--- config.mk ---
export PLATFORM = sky130hd
export DESIGN_NAME = rtw_cfg_regs
export DESIGN_NICKNAME = d
export VERILOG_FILES = /design/src/rtl/rtw_pkg.sv /design/src/rtl/rtw_cfg_regs.sv
export SDC_FILE = /design/constraint.sdc
export NUM_CORES = 1
export LEC_CHECK = 0
export BUFFER_PORTS_ARGS = -buffer_cell sky130_fd_sc_hd__buf_2
export CAP_MARGIN = 15
export CORE_UTILIZATION = 51
export DETAILED_ROUTE_END_ITERATION = 8
export PLACE_DENSITY_LB_ADDON = 0.15
export SETUP_SLACK_MARGIN = 0.02
export SLEW_MARGIN = 25
export SYNTH_ARGS = -nofsm -noshare
export SYNTH_HDL_FRONTEND = slang
export SYNTH_SLANG_ARGS = --single-unit
--- constraint.sdc ---
create_clock -name clk_i -period 9.6 [get_ports clk_i]
set_input_delay 0.48 -clock clk_i [delete_from_list [all_inputs] [get_ports clk_i]]
set_output_delay 0.48 -clock clk_i [all_outputs]
set_load 0.03 [all_outputs]
--- src/rtl/rtw_pkg.sv ---
package rtw_pkg;

  // defaults for the top level parameters
  localparam int unsigned MaxWidthDef  = 1024;
  localparam int unsigned MaxWindowDef = 15;

  // fixed frame limits and field widths
  localparam int unsigned MaxHeight = 4096;
  localparam int unsigned GeomW     = 13;
  localparam int unsigned RowW      = 12;
  localparam int unsigned RadW      = 3;
  localparam int unsigned PixW      = 8;
  localparam int unsigned RankW     = 8;
  localparam int unsigned PaddrW    = 4;
  localparam int unsigned PdataW    = 32;

  localparam logic CMD_PIXEL = 1'b0;

  typedef enum logic [1:0] {
    REG_WIDTH  = 2'd0,
    REG_HEIGHT = 2'd1,
    REG_RADIUS = 2'd2
  } rtw_reg_e;

  typedef enum logic [4:0] {
    S_IDLE = 5'b00001,
    S_CHK  = 5'b00010,
    S_SCAN = 5'b00100,
    S_TAIL = 5'b01000,
    S_OUT  = 5'b10000
  } rtw_state_e;

  // frame geometry after clamping
  typedef struct packed {
    logic [GeomW-1:0] width;
    logic [GeomW-1:0] height;
    logic [RadW-1:0]  radius;
  } rtw_geom_t;

endpackage

--- src/rtl/rtw_cfg_regs.sv ---
module rtw_cfg_regs #(
  parameter int unsigned MAX_WIDTH  = rtw_pkg::MaxWidthDef,
  parameter int unsigned MAX_WINDOW = rtw_pkg::MaxWindowDef
) (
  input  logic                        clk_i,
  input  logic                        rst_ni,
  input  logic                        psel,
  input  logic                        penable,
  input  logic                        pwrite,
  input  logic [rtw_pkg::PaddrW-1:0]  paddr,
  input  logic [rtw_pkg::PdataW-1:0]  pwdata,
  output logic [rtw_pkg::PdataW-1:0]  prdata,
  output logic                        pready,
  output rtw_pkg::rtw_geom_t          geom_o,
  output logic                        restart_o
);
  import rtw_pkg::*;

  localparam logic [RadW-1:0] RadCap = RadW'((MAX_WINDOW - 1) / 2);

  logic [10:0]      width_q;
  logic [12:0]      height_q;
  logic [RadW-1:0]  radius_q;
  logic             wr_en;
  rtw_reg_e         idx;
  logic [GeomW-1:0] w_eff, h_eff;
  logic [RadW-1:0]  r_eff;

  assign idx    = rtw_reg_e'(paddr[3:2]);
  assign pready = 1'b1;
  assign wr_en  = psel & penable & pwrite;

  always_ff @(posedge clk_i or negedge rst_ni) begin
    if (!rst_ni) begin
      width_q  <= 11'd640;
      height_q <= 13'd480;
      radius_q <= 3'd3;
    end else if (wr_en) begin
      unique case (idx)
        REG_WIDTH:  width_q  <= pwdata[10:0];
        REG_HEIGHT: height_q <= pwdata[12:0];
        REG_RADIUS: radius_q <= pwdata[2:0];
        default: ;
      endcase
    end
  end

  assign restart_o = wr_en && (idx == REG_WIDTH || idx == REG_HEIGHT || idx == REG_RADIUS);

  always_comb begin
    unique case (idx)
      REG_WIDTH:  prdata = PdataW'(width_q);
      REG_HEIGHT: prdata = PdataW'(height_q);
      REG_RADIUS: prdata = PdataW'(radius_q);
      default:    prdata = '0;
    endcase
  end

  // clamp geometry and saturate the radius
  always_comb begin
    if (width_q == '0) begin
      w_eff = GeomW'(1);
    end else if (GeomW'(width_q) > GeomW'(MAX_WIDTH)) begin
      w_eff = GeomW'(MAX_WIDTH);
    end else begin
      w_eff = GeomW'(width_q);
    end
    if (height_q == '0) begin
      h_eff = GeomW'(1);
    end else if (GeomW'(height_q) > GeomW'(MaxHeight)) begin
      h_eff = GeomW'(MaxHeight);
    end else begin
      h_eff = GeomW'(height_q);
    end
    r_eff = radius_q;
    if (r_eff > RadCap) begin
      r_eff = RadCap;
    end
    if (GeomW'(r_eff) > w_eff - GeomW'(1)) begin
      r_eff = RadW'(w_eff - GeomW'(1));
    end
    if (GeomW'(r_eff) > h_eff - GeomW'(1)) begin
      r_eff = RadW'(h_eff - GeomW'(1));
    end
  end

  assign geom_o = '{width: w_eff, height: h_eff, radius: r_eff};

endmodule

==> metrics.txt <==
drt total wl=4630 um; GP Congestion=0.853; dpl hpwl=3490 um; Mean Syn Cell Area=9.29 um2; final worst path period share=60.8%; CTS Buf Count=3; Slew HR=30.7%; Die Height=67.7 um; Worst-path clk slew=0.09 ns; worst-margin pin slew=1.04 ns; Layout Skew=0 ns; num rows=23; most common cell after layout, fill and taps aside=buf_2; CORE AREA=4090 um2; initial core utilization=53.9%; Die Wd=67.7 um; clock buffer depth=2; Tightest Hold Check Type=in2async; Synth cell types=47; DR WL/cell=13.9 um; Antenna Diode Count=0; met2 routed WL=2200 um; global-route wire length before repair=7690 um; final setup margin=3.77 ns; Worst Setup End Kind=output pin; drt initial violations=75; clock sinks=27; Highest Clock Rate=171 MHz; leakage=1.23 nW; post-CTS setup buffers=0; crit start category=flip-flop; sequential cell area=686 um2; minimum clock period=5.83 ns; sequential fraction of the synthesis area=31.1%; commonest non-fill, non-tap cells in the layout=buf_2, mux2_2, conb_1; vias per inst=5.40; Setup Viol. Count Final=0; share of cells above drive strength 1=39.2%; Filler Cell Count=367; I/O Buffers=60; GRT overflow=0; via count=1799; First-pass DRT Iterations=4; Multi-input gate area=1320 um2; max-cap violation count=0; highest metal used=met4; peak supply drop=0.116 mV; hold_buf cts=0; Mapped Area=2200 um2; WL met3=194 um; clock tree root buffer cell=clkbuf_8; Pwr per Cell Area=227 nW/um2; TNS Setup=0 ns; Tot GR Track Use=22.1%; utilization after layout=60.3%; area grow syn2layout=11.8%; critical path arrival=5.35 ns; Final Hold Vio Count=0; Post-Place Setup Slack=4.08 ns; unrepaired setup endpoints after global routing=false; outcome=finished, final reports clean; Tot Pwr=0.558 mW; Yosys reg bits=27; clk_lat worst skew=0.27 ns; Layout Nets=333; M1 wire length=2190 um; Routed Antenna Nets=0; CP max FO=8; die area=4580 um2; pins over their slew limit=0; crit path kind=reg2out; Syn. warnings=0; vias in the first global route=1660; Post-Syn Instances=237; CTS tree=done; Critical Path RT=9.12 ns; CTS HTree Levels=1; Top-Level Pins=104; initial antenna violation count=0; CTS resizes=0; DRC viols=0; largest net degree at the start of global routing=28
[cell type report]
class	count	share of cell area, %
sequential	27	27.8
inverter	10	1.52
multi-input combinational	181	53.7
tap	50	2.54
clock inverter	1	0.203
clock buffer	3	1.68
timing repair buffer	61	12.5
[per-stage QoR]
stage / std cells / cell area (um2) / hold WS, ns
5_1_grt: 333 / 2460 / 0.244
4_1_cts: 333 / 2460 / 0.205
2_1_floorplan: 257 / 2280 / 0.184
3_3_place_gp: 329 / 2420 / 0.515
6_report: 333 / 2460 / 0.194
3_5_place_dp: 329 / 2420 / 0.511
[state kept, by name, summed over array words and instances (netlist names)]
register	cells
height_q	13
radius_q	3
width_q	11
[routing by layer]
layer	track usage [%]	up-vias
met5	0	-
met4	6.65	0
met3	1.52	5
met2	35.6	65
met1	31.4	835
li1	-	894
[critical path: stages (launching register included)]
cell and delay [ns]:
dfrtp_1 0.50, or4_4 0.58, nor4_1 0.32, nor2_1 0.06, or2_2 0.31, ha_1 0.30, xnor2_1 0.29, ha_1 0.29
nand3_1 0.09, nand4b_1 0.15, nor3_4 0.32, and3_1 0.22, a21oi_1 0.08, ha_1 0.32, a31oi_1 0.19, o311ai_0 0.18
nor3_1 0.47, a31o_2 0.19, o21ai_1 0.05, buf_2 0.18
[report_power, final]
| part | internal (mW) | switching (mW) |
|---|---|---|
| Sequential | 0.146 | 0.0511 |
| Combinational | 0.113 | 0.184 |
| Clock | 0.0291 | 0.0350 |
| Total | 0.289 | 0.270 |
[final timing paths]
kind | startpoint | end | slack (ns) | cells after the start
setup reg to reg | width_q[10]$_DFFE_PN0P_ | width_q[10]$_DFFE_PN0P_ | 8.56 | 1
hold reg to reg | height_q[9]$_DFFE_PN0P_ | height_q[9]$_DFFE_PN0P_ | 0.57 | 1
max in group asynchronous | rst_ni | height_q[2]$_DFFE_PN0P_ | 9.01 | 1
hold / removal | rst_ni | width_q[8]$_DFFE_PN0P_ | 0.19 | 1
setup / recovery | width_q[4]$_DFFE_PN0P_ | geom_o[0] | 3.77 | 19
min in group clk_i | pwdata[11] | height_q[11]$_DFFE_PN0P_ | 0.43 | 2
[cell usage after synthesis (all sizes together)]
cell type	instances	area share [%]
or2	2	0.57
dfrtp	19	22
a21o	2	0.68
mux2i	12	5.5
and3b	2	0.80
o31a	1	0.40
o221ai	1	0.40
or4	4	1.7
nor3	6	1.9
clkbuf	15	2.6
ha	8	4.5
a41o	2	0.91
conb	2	0.34
or3	2	0.57
o311ai	1	0.40
o211ai	1	0.34
and3	1	0.28
nand2b	4	1.1
a31o	2	0.80
dfstp	8	9.5
nor2b	19	5.4
nor3b	1	0.34
nand2	6	1.0
xnor2	2	0.80
mux2	26	13
o22ai	1	0.28
o31ai	2	0.68
buf	24	8.2
a21oi	8	2.0
nor2	14	2.4
nand3	2	0.45
nor4	6	1.7
or4b	1	0.45
o21ai	11	2.8
a31oi	6	2.4
o41ai	1	0.40
nand4b	2	0.80
inv	10	1.7
[kinds of logic after synthesis]
group | Yosys count | share of synthesized area, %
XOR/XNOR | 2 | 0.796
AO/OA/AOI/OAI | 39 | 12.5
AND/OR/NAND/NOR | 72 | 19.5
multiplexers | 38 | 18.8
other | 2 | 0.341
buffers and inverters | 49 | 12.4
flip-flops | 27 | 31.1
adder cells (fa/ha/maj) | 8 | 4.55
Note: power is estimated with default switching activity, not from simulation.
